## src/rtl/lbca_pkg.sv

```systemverilog
// lbca_pkg: shared types and constants for the linked block chain allocator
// used by every rtl module of the block; depends on nothing
`default_nettype none

package lbca_pkg;

	localparam int LINK_W = 6;
	localparam logic [LINK_W-1:0] LINK_END = 6'd62;

	// register map, index = paddr[3:2]
	localparam logic [1:0] REG_CAPACITY    = 2'd0;
	localparam logic [1:0] REG_MAX_CHAINS  = 2'd1;
	localparam logic [1:0] REG_FIRST_BLOCK = 2'd2;

	localparam logic [11:0] CAPACITY_RST    = 12'd1024;
	localparam logic [3:0]  MAX_CHAINS_RST  = 4'd5;
	localparam logic [7:0]  FIRST_BLOCK_RST = 8'd10;

	typedef enum logic [2:0] {
		ST_OK     = 3'd0,
		ST_BYTES  = 3'd1,
		ST_CHAINS = 3'd2,
		ST_NOBLK  = 3'd3,
		ST_BAD    = 3'd4
	} status_t;

	typedef enum logic {
		ALU_ADD = 1'b0,
		ALU_SUB = 1'b1
	} alu_op_t;

	typedef struct packed {
		logic [11:0] capacity_bytes;
		logic [3:0]  max_chains;
		logic [7:0]  first_block;
	} cfg_regs_t;

endpackage

`default_nettype wire

```

## src/rtl/lbca_alu.sv

```systemverilog
// lbca_alu: shared add/subtract unit used by the allocator sequencer
// depends on lbca_pkg for the operation codes
`default_nettype none

module lbca_alu
	import lbca_pkg::*;
#(
	parameter int W = 13
) (
	input  alu_op_t        op,
	input  logic [W-1:0]   a,
	input  logic [W-1:0]   b,
	output logic [W-1:0]   y,
	output logic           co
);

	logic [W:0] res;

	always_comb begin
		case (op)
			ALU_ADD: res = {1'b0, a} + {1'b0, b};
			ALU_SUB: res = {1'b0, a} - {1'b0, b};
			default: res = {1'b0, a} + {1'b0, b};
		endcase
	end

	// carry on add, borrow on subtract
	assign y  = res[W-1:0];
	assign co = res[W];

endmodule

`default_nettype wire

```

## src/rtl/lbca_table.sv

```systemverilog
// lbca_table: link memory with per-entry in-use bits
// depends on lbca_pkg for the link width; an entry with its bit clear is free
`default_nettype none

module lbca_table
	import lbca_pkg::*;
#(
	parameter int ENTRIES = 32,
	parameter int IW      = 5
) (
	input  logic              clk,
	input  logic              arst_n,
	input  logic              wr_en,
	input  logic [IW-1:0]     waddr,
	input  logic [LINK_W-1:0] wdata,
	input  logic [IW-1:0]     raddr,
	input  logic              set_en,
	input  logic [IW-1:0]     set_idx,
	input  logic              clr_en,
	input  logic [IW-1:0]     clr_idx,
	output logic [LINK_W-1:0] rdata,
	output logic [ENTRIES-1:0] used_vec
);

	logic [LINK_W-1:0] mem_q [ENTRIES];
	logic [LINK_W-1:0] rdata_q;
	logic [ENTRIES-1:0] used_q;

	always_ff @(posedge clk) begin
		if (wr_en) begin
			mem_q[waddr] <= wdata;
		end
		rdata_q <= mem_q[raddr];
	end

	always_ff @(posedge clk or negedge arst_n) begin
		if (!arst_n) begin
			used_q <= '0;
		end else begin
			if (set_en) begin
				used_q[set_idx] <= 1'b1;
			end
			if (clr_en) begin
				used_q[clr_idx] <= 1'b0;
			end
		end
	end

	assign rdata    = rdata_q;
	assign used_vec = used_q;

endmodule

`default_nettype wire

```

## src/rtl/lbca_cfg.sv

```systemverilog
// lbca_cfg: apb register file for capacity, chain limit and first block number
// depends on lbca_pkg for the register map and reset values
`default_nettype none

module lbca_cfg
	import lbca_pkg::*;
(
	input  logic        clk,
	input  logic        arst_n,
	input  logic        psel,
	input  logic        penable,
	input  logic        pwrite,
	input  logic [3:0]  paddr,
	input  logic [31:0] pwdata,
	output logic [31:0] prdata,
	output logic        pready,
	output cfg_regs_t   cfg
);

	cfg_regs_t cfg_q;
	logic      wr;

	assign wr     = psel && penable && pwrite;
	assign pready = 1'b1;

	always_ff @(posedge clk or negedge arst_n) begin
		if (!arst_n) begin
			cfg_q.capacity_bytes <= CAPACITY_RST;
			cfg_q.max_chains     <= MAX_CHAINS_RST;
			cfg_q.first_block    <= FIRST_BLOCK_RST;
		end else if (wr) begin
			case (paddr[3:2])
				REG_CAPACITY:    cfg_q.capacity_bytes <= pwdata[11:0];
				REG_MAX_CHAINS:  cfg_q.max_chains     <= pwdata[3:0];
				REG_FIRST_BLOCK: cfg_q.first_block    <= pwdata[7:0];
				default: ;
			endcase
		end
	end

	always_comb begin
		case (paddr[3:2])
			REG_CAPACITY:    prdata = {20'd0, cfg_q.capacity_bytes};
			REG_MAX_CHAINS:  prdata = {28'd0, cfg_q.max_chains};
			REG_FIRST_BLOCK: prdata = {24'd0, cfg_q.first_block};
			default:         prdata = 32'd0;
		endcase
	end

	assign cfg = cfg_q;

endmodule

`default_nettype wire

```

## src/rtl/linked_block_chain_allocator_top.sv

```systemverilog
// linked_block_chain_allocator_top: sequencer, counters and result register
// depends on lbca_pkg, lbca_alu, lbca_table and lbca_cfg
//
// Keeps a link table of TABLE_ENTRIES entries and hands out chains of
// BLOCK_BYTES-byte blocks. One item is worked on at a time; s_tready is high
// only while the sequencer is idle. An allocate goes through the accept, a
// check, a counting pass over the in-use bits, a pass over the table entries
// up to the last one taken, a step to close the chain and a step to load the
// result register; refusals end early. A free checks its start block, then
// takes a read step and an update step per link walked, since each link is a
// registered read of the table memory. A result that the receiver holds off
// keeps the sequencer in its last state. All byte sums go through one shared
// adder. After reset the table is all free at once, there is no clearing pass.
// The result sits in an output register while the next item is taken.
`default_nettype none

module linked_block_chain_allocator_top
	import lbca_pkg::*;
#(
	parameter int TABLE_ENTRIES = 32,
	parameter int BLOCK_BYTES   = 30
) (
	input  logic        clk,
	input  logic        arst_n,
	input  logic        s_tvalid,
	output logic        s_tready,
	input  logic [23:0] s_tdata,   // size_bytes [11:0], start_block [20:12], zero pad
	input  logic [0:0]  s_tuser,   // action [0]
	output logic        m_tvalid,
	input  logic        m_tready,
	output logic [15:0] m_tdata,   // chain_start [8:0], block_count [14:9], zero pad
	output logic [2:0]  m_tuser,   // status [2:0]
	input  logic        psel,
	input  logic        penable,
	input  logic        pwrite,
	input  logic [3:0]  paddr,
	input  logic [31:0] pwdata,
	output logic [31:0] prdata,
	output logic        pready
);

	localparam int IW    = $clog2(TABLE_ENTRIES);
	localparam int CW    = $clog2(TABLE_ENTRIES + 1);
	localparam int ACC_W = $clog2(TABLE_ENTRIES * BLOCK_BYTES + 1);
	localparam int W     = (ACC_W > 13) ? ACC_W : 13;
	localparam logic [IW-1:0]     LAST_IDX  = IW'(TABLE_ENTRIES - 1);
	localparam logic [CW-1:0]     ENTRIES_C = CW'(TABLE_ENTRIES);
	localparam logic [W-1:0]      BLK_W     = W'(BLOCK_BYTES);
	localparam logic [LINK_W-1:0] ENTRIES_L = LINK_W'(TABLE_ENTRIES);

	typedef enum logic [8:0] {
		S_IDLE    = 9'b000000001,
		S_CHECK   = 9'b000000010,
		S_COUNT   = 9'b000000100,
		S_ALLOC   = 9'b000001000,
		S_LINKEND = 9'b000010000,
		S_FCHK    = 9'b000100000,
		S_WRD     = 9'b001000000,
		S_WUP     = 9'b010000000,
		S_DONE    = 9'b100000000
	} state_t;

	state_t      state_q;
	logic [11:0] size_q;
	logic [8:0]  start_q;
	logic [IW-1:0] idx_q;
	logic [IW-1:0] prev_q;
	logic [IW-1:0] first_q;
	logic [CW-1:0] cnt_q;
	logic [W-1:0]  acc_q;
	logic [11:0] used_q;
	logic [3:0]  chains_q;
	status_t     res_status_q;
	logic [8:0]  res_start_q;
	logic [5:0]  res_count_q;
	logic        m_tvalid_q;
	logic [15:0] m_tdata_q;
	status_t     m_tuser_q;

	cfg_regs_t cfg;

	alu_op_t      alu_op;
	logic [W-1:0] alu_a;
	logic [W-1:0] alu_b;
	logic [W-1:0] alu_y;
	logic         alu_co;

	logic              tbl_wr_en;
	logic [LINK_W-1:0] tbl_wdata;
	logic              tbl_set_en;
	logic              tbl_clr_en;
	logic [LINK_W-1:0] tbl_rdata;
	logic [TABLE_ENTRIES-1:0] used_vec;

	logic [W-1:0]  size_w;
	logic          cur_free;
	logic [8:0]    fidx_full;
	logic [IW-1:0] fidx;
	logic          start_bad;
	logic          nxt_out;
	logic [IW-1:0] nidx;
	logic          nxt_free;
	logic [CW-1:0] cnt_inc;
	logic [W-1:0]  acc_next;
	logic          res_load;

	lbca_cfg u_cfg (
		.clk     (clk),
		.arst_n  (arst_n),
		.psel    (psel),
		.penable (penable),
		.pwrite  (pwrite),
		.paddr   (paddr),
		.pwdata  (pwdata),
		.prdata  (prdata),
		.pready  (pready),
		.cfg     (cfg)
	);

	lbca_alu #(.W(W)) u_alu (
		.op (alu_op),
		.a  (alu_a),
		.b  (alu_b),
		.y  (alu_y),
		.co (alu_co)
	);

	lbca_table #(.ENTRIES(TABLE_ENTRIES), .IW(IW)) u_table (
		.clk      (clk),
		.arst_n   (arst_n),
		.wr_en    (tbl_wr_en),
		.waddr    (prev_q),
		.wdata    (tbl_wdata),
		.raddr    (idx_q),
		.set_en   (tbl_set_en),
		.set_idx  (idx_q),
		.clr_en   (tbl_clr_en),
		.clr_idx  (idx_q),
		.rdata    (tbl_rdata),
		.used_vec (used_vec)
	);

	assign size_w   = W'(size_q);
	assign cur_free = !used_vec[idx_q];
	assign cnt_inc  = cnt_q + CW'(1);
	assign acc_next = cur_free ? alu_y : acc_q;

	// result register takes a new item when empty or drained this cycle
	assign res_load = (state_q == S_DONE) && (!m_tvalid_q || m_tready);

	// free request start check
	assign fidx_full = start_q - {1'b0, cfg.first_block};
	assign fidx      = fidx_full[IW-1:0];
	assign start_bad = (start_q < {1'b0, cfg.first_block}) ||
		(fidx_full >= 9'(TABLE_ENTRIES)) || !used_vec[fidx];

	// walk stops on a link out of the table or onto a free entry
	assign nxt_out  = tbl_rdata >= ENTRIES_L;
	assign nidx     = tbl_rdata[IW-1:0];
	assign nxt_free = !used_vec[nidx] || (nidx == idx_q);

	always_comb begin
		case (state_q)
			S_CHECK: begin
				alu_op = ALU_ADD;
				alu_a  = W'(used_q);
				alu_b  = size_w;
			end
			S_LINKEND: begin
				alu_op = ALU_ADD;
				alu_a  = W'(used_q);
				alu_b  = size_w;
			end
			S_WUP: begin
				alu_op = ALU_SUB;
				alu_a  = W'(used_q);
				alu_b  = size_w;
			end
			default: begin
				alu_op = ALU_ADD;
				alu_a  = acc_q;
				alu_b  = BLK_W;
			end
		endcase
	end

	// link the previous entry to this one when it is taken, end marker at close
	assign tbl_set_en = (state_q == S_ALLOC) && cur_free;
	assign tbl_wr_en  = (tbl_set_en && (cnt_q != '0)) || (state_q == S_LINKEND);
	assign tbl_wdata  = (state_q == S_LINKEND) ? LINK_END : LINK_W'(idx_q);
	assign tbl_clr_en = (state_q == S_WUP);

	always_ff @(posedge clk or negedge arst_n) begin
		if (!arst_n) begin
			state_q    <= S_IDLE;
			used_q     <= '0;
			chains_q   <= '0;
			m_tvalid_q <= 1'b0;
		end else begin
			if (res_load) begin
				m_tvalid_q <= 1'b1;
			end else if (m_tready) begin
				m_tvalid_q <= 1'b0;
			end
			case (state_q)
				S_IDLE: begin
					if (s_tvalid) begin
						size_q  <= s_tdata[11:0];
						start_q <= s_tdata[20:12];
						state_q <= s_tuser[0] ? S_FCHK : S_CHECK;
					end
				end
				S_CHECK: begin
					idx_q       <= '0;
					acc_q       <= '0;
					cnt_q       <= '0;
					res_start_q <= '0;
					res_count_q <= '0;
					if (size_q == 12'd0) begin
						res_status_q <= ST_BAD;
						state_q      <= S_DONE;
					end else if (alu_y > W'(cfg.capacity_bytes)) begin
						res_status_q <= ST_BYTES;
						state_q      <= S_DONE;
					end else if (chains_q >= cfg.max_chains) begin
						res_status_q <= ST_CHAINS;
						state_q      <= S_DONE;
					end else begin
						state_q <= S_COUNT;
					end
				end
				S_COUNT: begin
					acc_q <= acc_next;
					idx_q <= idx_q + IW'(1);
					if (idx_q == LAST_IDX) begin
						idx_q <= '0;
						if (acc_next >= size_w) begin
							acc_q   <= '0;
							state_q <= S_ALLOC;
						end else begin
							res_status_q <= ST_NOBLK;
							state_q      <= S_DONE;
						end
					end
				end
				S_ALLOC: begin
					idx_q <= idx_q + IW'(1);
					if (cur_free) begin
						if (cnt_q == '0) begin
							first_q <= idx_q;
						end
						prev_q <= idx_q;
						cnt_q  <= cnt_inc;
						acc_q  <= alu_y;
						if (alu_y >= size_w) begin
							state_q <= S_LINKEND;
						end
					end
				end
				S_LINKEND: begin
					used_q       <= alu_y[11:0];
					chains_q     <= chains_q + 4'd1;
					res_status_q <= ST_OK;
					res_start_q  <= 9'(first_q) + {1'b0, cfg.first_block};
					res_count_q  <= 6'(cnt_q);
					state_q      <= S_DONE;
				end
				S_FCHK: begin
					cnt_q       <= '0;
					idx_q       <= fidx;
					res_start_q <= '0;
					res_count_q <= '0;
					if (start_bad) begin
						res_status_q <= ST_BAD;
						state_q      <= S_DONE;
					end else begin
						state_q <= S_WRD;
					end
				end
				S_WRD: begin
					state_q <= S_WUP;
				end
				S_WUP: begin
					cnt_q <= cnt_inc;
					if (nxt_out || nxt_free || (cnt_inc == ENTRIES_C)) begin
						used_q <= alu_co ? 12'd0 : alu_y[11:0];
						if (chains_q != 4'd0) begin
							chains_q <= chains_q - 4'd1;
						end
						res_status_q <= ST_OK;
						res_count_q  <= 6'(cnt_inc);
						state_q      <= S_DONE;
					end else begin
						idx_q   <= nidx;
						state_q <= S_WRD;
					end
				end
				S_DONE: begin
					if (res_load) begin
						m_tdata_q  <= {1'b0, res_count_q, res_start_q};
						m_tuser_q  <= res_status_q;
						state_q    <= S_IDLE;
					end
				end
				default: begin
					state_q <= S_IDLE;
				end
			endcase
		end
	end

	assign s_tready = (state_q == S_IDLE);
	assign m_tvalid = m_tvalid_q;
	assign m_tdata  = m_tdata_q;
	assign m_tuser  = m_tuser_q;

endmodule

`default_nettype wire

```

## config.mk

```make
export PLATFORM = sky130hd
export DESIGN_NAME = linked_block_chain_allocator_top
export DESIGN_NICKNAME = d
export VERILOG_FILES = /design/src/rtl/lbca_pkg.sv /design/src/rtl/lbca_alu.sv /design/src/rtl/lbca_table.sv /design/src/rtl/lbca_cfg.sv /design/src/rtl/linked_block_chain_allocator_top.sv
export SDC_FILE = /design/constraint.sdc
export NUM_CORES = 1
export LEC_CHECK = 0
export ABC_AREA = 1
export BUFFER_PORTS_ARGS = -buffer_cell sky130_fd_sc_hd__buf_2
export CORE_MARGIN = 2
export CORE_UTILIZATION = 45
export CTS_CLUSTER_DIAMETER = 120
export DETAILED_ROUTE_END_ITERATION = 12
export PLACE_DENSITY = 0.69
export SYNTH_ARGS = -nofsm -noshare
export SYNTH_HDL_FRONTEND = slang
export SYNTH_SLANG_ARGS = --single-unit
```

## constraint.sdc

```tcl
create_clock -name clk -period 9.9 [get_ports clk]
set_input_delay 0.99 -clock clk [delete_from_list [all_inputs] [get_ports clk]]
set_output_delay 0.99 -clock clk [all_outputs]
set_load 0.01 [all_outputs]
```

# Yosys cells after proc, flatten, opt, wreduce, memory -nomap -nowiden
# Memory sizes are Yosys's and may differ from the RTL's. A register that Yosys moved wholly into a read port is not among the register bits.
# Index checks and enable logic that the tools add are counted.
# Widths: inputs -> output; s select.
[word_totals]
inputBits = 68
wordCells = 177
n_memories = 1
mem_bits_rw = 192
ff_bits = 173
[mem_list]
columns = ["memory", "words", "word_bits", "rd", "rd_ports_with_merged_regs", "wr", "line", "source"]
rows = [
  ["u_table.mem_q", 32, 6, 1, 1, 1, "lbca_table.sv:25", "logic [LINK_W-1:0] mem_q [ENTRIES];"],
]
[op_classes]
order_cmp = 11
addsub = 8
eq_ne = 25
n_bitwise = 5
reduce_logical = 48
n_mux = 59
[op_table]
columns = ["op", "n"]
rows = [
  ["$mux 9", 11],
  ["$pmux 9 s9", 1],
  ["$mux 32", 2],
  ["$mux 13", 4],
  ["$pmux 13 s3", 1],
  ["$mux 12", 3],
  ["$pmux 12 s3", 1],
  ["$pmux 6 s3", 2],
  ["$and 32x32->32", 1],
  ["$not 32->32", 1],
  ["$or 32x32->32", 1],
  ["$pmux 14 s2", 1],
  ["$ge 13x12->1", 2],
  ["$pmux 5 s5", 1],
  ["$mux 6", 4],
  ["$pmux 12 s2", 1],
  ["$mux 3", 7],
  ["$reduce_and 3->1", 7],
  ["$lt 5x6->1 const B", 3],
  ["$pmux 9 s2", 1],
  ["$bmux 1 s5", 3],
  ["$pmux 3 s5", 1],
  ["$add 13x12->14", 1],
  ["$ne 2x2->1 const B", 7],
  ["52 further kinds", 89],
]

# Logic depth before layout (Yosys ltp)
[depth]
ltp_word = 10
depth_mapped = 39
depth_no_buf = 37

# Hierarchy
# Synthesis repeated with hierarchy kept, for this count alone.
[unflattened]
cells_unflattened = 2235
hier_area_um2 = 19896.6
[by_module_without_submodules]
columns = ["mod", "area_each_um2", "instances", "cells_each"]
rows = [
  ["lbca_table", 9377.7, 1, 836],
  ["linked_block_chain_allocator_top", 8071.5, 1, 1008],
  ["lbca_cfg", 1336.3, 1, 175],
  ["lbca_alu", 1111.1, 1, 216],
]

# Least setup slack after synthesis
# No wires, ideal clock.
[synth_timing]
path_type = "register to register"
from = "register state_q[2]"
to = "register res_status_q[0] (enable)"
setup_slack_ns = 4.876
t_arrival_ns = 4.706
setup_ns = 0.319
path_stages_with_launch = 35
required_time_ns = 9.581
period_less_slack_ns = 5.024
path_cell_list = "dfrtp_1 > nor2_1 > nand2_1 > nor3_4 > inv_2 > nand2_2 > nor2_2 > buf_6 > buf_2 > nor2_1 > inv_1 > ha_1 > o21ai_0 > fa_1 > nand3_1 > nand3_1 > a21oi_1 > o21ai_0 > xor2_1 > nand2_1 > o21ai_0 > ha_1 > nand2_1 > inv_1 > a21oi_1 > nand2_1 > nor2_1 > nand2_1 > nand2_1 > nand3_1 > nand2_1 > nand3_1 > nand2_1 > nand4_1 > nor2_1"
[synth_via]
elab_chain_cells = 9
elab_cells_between_ends = 23
[synth_rtl]
columns = ["item", "line", "source"]
rows = [
  ["from (decl)", "linked_block_chain_allocator_top.sv:63", "state_t state_q;"],
  ["from (signal assigned)", "linked_block_chain_allocator_top.sv:210", "state_q <= s_tuser[0] ? S_FCHK : S_CHECK;"],
  ["$eq 9x8->1, or another cell as far along", "linked_block_chain_allocator_top.sv:163, linked_block_chain_allocator_top.sv:205", ""],
  ["$reduce_or 3->1 (no line)", "n/a", ""],
  ["$mux 13 / $mux 12 (equally long branches)", "linked_block_chain_allocator_top.sv:163", "case (state_q)"],
  ["$sub 13x12->14 / $add 13x12->14 (equally long branches)", "n/a", ""],
  ["$pmux 14 s2", "lbca_alu.sv:20", "case (op)"],
  ["$mux 13", "n/a", ""],
  ["$ge 13x12->1", "linked_block_chain_allocator_top.sv:237", "if (acc_next >= size_w) begin"],
  ["$ne 2x2->1 (no line)", "n/a", ""],
  ["$reduce_and 7->1 (no line) (*)", "n/a", ""],
  ["to (signal assigned)", "linked_block_chain_allocator_top.sv:226", "res_status_q <= ST_CHAINS;"],
  ["to (signal assigned)", "linked_block_chain_allocator_top.sv:241", "res_status_q <= ST_NOBLK;"],
  ["to (signal assigned)", "linked_block_chain_allocator_top.sv:263", "res_status_q <= ST_OK;"],
  ["to (decl)", "linked_block_chain_allocator_top.sv:73", "status_t res_status_q;"],
]
# Every way passes the cells marked *; elsewhere a longest branch is shown, timed or not.
# A chain may end at the register's enable or synchronous reset.

# Final worst setup path
[layout_timing]
from = "register state_q[4]"
to = "register acc_q[9], data pin"
[layout_via]
elab_chain_cells = 10
elab_cells_between_ends = 18
[layout_rtl]
columns = ["item", "line", "source"]
rows = [
  ["$eq 9x8->1, or another cell as far along", "linked_block_chain_allocator_top.sv:163", ""],
  ["$reduce_or 3->1 (no line)", "n/a", ""],
  ["$mux 13 / $mux 12 (equally long branches)", "linked_block_chain_allocator_top.sv:163", ""],
  ["$sub 13x12->14 / $add 13x12->14 (equally long branches)", "n/a", ""],
  ["$pmux 14 s2", "lbca_alu.sv:20", ""],
  ["$mux 13", "linked_block_chain_allocator_top.sv:248", "if (cur_free) begin"],
  ["$ge 13x12->1", "linked_block_chain_allocator_top.sv:237", ""],
  ["$mux 13", "linked_block_chain_allocator_top.sv:237", ""],
  ["$mux 13", "linked_block_chain_allocator_top.sv:235", "if (idx_q == LAST_IDX) begin"],
  ["$pmux 13 s3 (*)", "linked_block_chain_allocator_top.sv:205", "case (state_q)"],
  ["to (signal assigned)", "linked_block_chain_allocator_top.sv:233", "acc_q <= acc_next;"],
  ["to (signal assigned)", "linked_block_chain_allocator_top.sv:254", "acc_q <= alu_y;"],
  ["to (decl)", "linked_block_chain_allocator_top.sv:70", "logic [W-1:0] acc_q;"],
]
# Marks and branches as above.

==> results by group <==
CTS
  – CTS max path bufs: 3
  – Number of CTS-inserted buffers: 42
  – Worst-Skew Late Latency: 0.58 ns
  – CTS hold repair buffers: 0
  – CTS resizes: 0
  – CTS Root Cell: clkbuf_16
  – CTS clk-pin slew, worst paths: 0.07 ns
  – H-tree levels: 2
  – CTS tree: yes
  – Sink Count: 371
  – Setup Fix Bufs, Post-CTS: 0

Pwr
  – Total power: 4.873 mW
  – Static Leak: 8.935 nW
  – Max VDD drop: 0.1222 mV
  – Power per cell area: 230.9 mW/mm^2

Global route
  – GR peak layer: met2
  – Met3 Use GR: 3.531%
  – Total GRT Usage: 21.66%
  – Initial antenna violation count: 0
  – Vias in the first global route: 14,070
  – GRT overflow: 0
  – Met1 global-route usage: 29.07%
  – Met2 usage: 35.54%
  – First-pass GRT wire length: 74,890 um
  – Largest net degree at the start of global routing: 107

Yosys
  – Synth top area cells: edfxtp_1 (45%), dfrtp_1 (10%), nand2_1 (8.0%)
  – Share of Yosys cell area claimed by the top area cell type: 44.83%
  – Cells after Synth: 2,034
  – Seq cells post-synth: 371
  – Ys async rst share: 22.10%
  – Yosys Warn Count: 0
  – Synth Cell Area: 0.01896 mm^2
  – Yosys top cell by area: edfxtp_1
  – Synthesized area per cell: 9.321 um^2
  – Most common flop cell mapped by yosys: edfxtp_1
  – EDFF count, synth: 283
  – Synth cell types: 51
  – Register area share after synthesis: 56.32%

Cells and area
  – Most frequent cells in the layout: nand2_1 (406), nor2_1 (284), edfxtp_1 (283), inv_1 (210), o21ai_0 (181)
  – Fillers: 3,701
  – Register area: 0.01068 mm^2
  – Antenna diodes: 0
  – P&R area growth vs syn: 11.32%
  – Area of the multi-input gates: 0.007101 mm^2
  – Fin nets: 2,244
  – Ratio of cells with drive above 1 in the final layout: 8.749%
  – Post-route cell area: 0.02110 mm^2
  – Commonest non-fill, non-tap cell in the layout: nand2_1

Placed design
  – Hpwl dp: 32,340 um
  – Placed cell area: 0.01974 mm^2
  – GP Congestion: 0.9083
  – PortBufs: 74

Drt
  – Iter 0 DRT Violations: 1,559
  – Drt drc: 0
  – Vias per std cell: 5.507
  – Final WL: 47,780 um
  – Post-route ant nets: 0
  – Routed via count: 14,680
  – DRT Pass-1 Iters: 6
  – WL per Instance: 17.93 um

STA
  – Fmax: 0.1516 GHz
  – Final Hold Viols: 0
  – Hold WS: 0.3698 ns
  – Worst-margin pin slew: 1.276 ns
  – Clock Skew: 0.02420 ns
  – Fin. max-slew vios: 0
  – Worst slew margin: 14.85%
  – Setup TNS: 0 ns
  – Period utilisation layout: 66.65%
  – Minimum clock period: 6.598 ns
  – RSZ-0062 raised after global routing: false
  – Final setup vio count: 0

Floorplan
  – IO Count: 122
  – Die height: 209.3 um
  – Core area: 0.04176 mm^2
  – Die Wd: 209.3 um
  – Die area: 0.04379 mm^2
  – # rows: 75
  – Starting Density: 45.40%

Critical path
  – Critical R2R Capture: acc_q[9]
  – Critical Path Source Type: flop
  – CP bufs+invs: 6
  – Crit-path slowest cell: xor2_1
  – Critical path's top delay family: simple AND/OR/NAND/NOR gates
  – Worst EP required: 10.28 ns
  – Reg2Reg Depth: 33
  – CP Class: flop to flop
  – Critical path fanouts, max: 34
  – R2R Setup Slk: 3.30 ns
  – CP Data Arrival Time: 6.97 ns
  – WP depth: 33
  – Slowest Stage Delay on Critical Path: 0.52 ns
  – Crit Reg-Reg Startpoint: state_q[4]
  – Worst path most repeated cell: nand2_1
  – Worst Setup End Kind: flop

Min path
  – Hold Crit Class: input port to async pin

Job
  – Max cap viols: 0

Outcome
  – Status: finished clean
synthesized netlist by cell type, types with 2 or more instances:
master    count
nand2_1     406
nor2_1      286
edfxtp_1    283
inv_1       210
o21ai_0     181
a21oi_1     110
nand3_1      93
dfrtp_1      76
ha_1         76
o22ai_1      56
clkbuf_1     41
buf_2        24
buf_4        22
xor2_1       21
nand4_1      13
nor3_1       13
a221oi_1     12
o211ai_1      8
xnor2_1       8
nor2_2        7
dfstp_2       6
dfxtp_1       6
o221ai_1      6
a21boi_0      5
a22oi_1       5
inv_2         5
nand2_2       5
nor4_1        5
o31ai_1       5
a21boi_1      4
fa_1          4
o21ai_1       4
nor2_4        3
a21o_1        2
a31oi_1       2
buf_1         2
conb_1        2
nand3_2       2
o21bai_1      2
or2_2         2
final cells by class:
cell class	count	area share (%)
Clock inverter	21	1.103
Sequential cell	371	50.60
Multi-Input combinational cell	1378	33.65
Clock buffer	53	5.371
Inverter	215	3.824
Timing Repair Buffer	88	2.265
Tap cell	539	3.196
metal layers:
layer / wire, um / vias up
met3: 3266 / 123
met4: 1567 / 0
met2: 22520 / 598
li1: - / 6987
met5: 0 / -
met1: 20420 / 6969
how the worst max path moves through the flow:
| stage | from | to | slack (ns) |
|---|---|---|---|
| after floorplan | state_q[2] | res_status_q[0] | 4.88 |
| after global routing | state_q[4] | acc_q[5] | 2.70 |
| after global placement | state_q[3] | acc_q[9] | 3.55 |
| after detailed placement | state_q[4] | acc_q[9] | 3.42 |
| final | state_q[4] | acc_q[9] | 3.30 |
| after CTS | state_q[4] | acc_q[9] | 3.36 |
sequential cells by signal, summed over array words and instances (netlist names), 6 cells and up, named ones only:
register and count:
u_cfg.cfg 24, u_table.mem_q 192, res_count_q 6, used_q 12, start_q 9, m_tdata 15, u_table.rdata 6, size_q 12
state_q 9, u_table.used_vec 31, cnt_q 6, res_start_q 9, acc_q 13
report_power, final:
part / switching, mW / total (mW) / leakage (nW) / internal (mW)
Clock: 0.635 / 1.55 / 0.656 / 0.919
Combinational: 0.968 / 1.42 / 4.50 / 0.450
Sequential: 0.0876 / 1.90 / 3.78 / 1.81
Total: 1.69 / 4.87 / 8.93 / 3.18
worst reg2reg max path, delay by kind of cell, from the launching register on:
| family | cells | cell delay (ns) |
|---|---|---|
| AOI/OAI and AO/OA | 6 | 1.14 |
| xor gates and xnor gates | 1 | 0.53 |
| adders and majority gates | 3 | 0.86 |
| buffers and inverters | 6 | 1.34 |
| DFF | 1 | 0.42 |
| and+or+nand+nor | 17 | 2.13 |
per-stage QoR:
step / setup slack (ns) / instances / utilization, %
2_1_floorplan: 4.876 / 2054 / -
3_3_place_gp: 3.550 / 2591 / 47.27
3_5_place_dp: 3.423 / 2591 / 47.27
4_1_cts: 3.361 / 2665 / 50.54
5_1_grt: 2.704 / 2665 / 50.54
6_report: 3.302 / 2665 / 50.54
cell families after synthesis:
| family | Yosys count | synth area share (%) |
|---|---|---|
| flops | 371 | 56.32 |
| compound gates | 405 | 11.90 |
| simple gates | 842 | 18.29 |
| buf+inv | 305 | 6.672 |
| fa+ha+maj | 80 | 5.438 |
| xor+xnor | 29 | 1.340 |
| other cells | 2 | 0.03961 |
No activity file was read; power rests on OpenSTA's default activity.
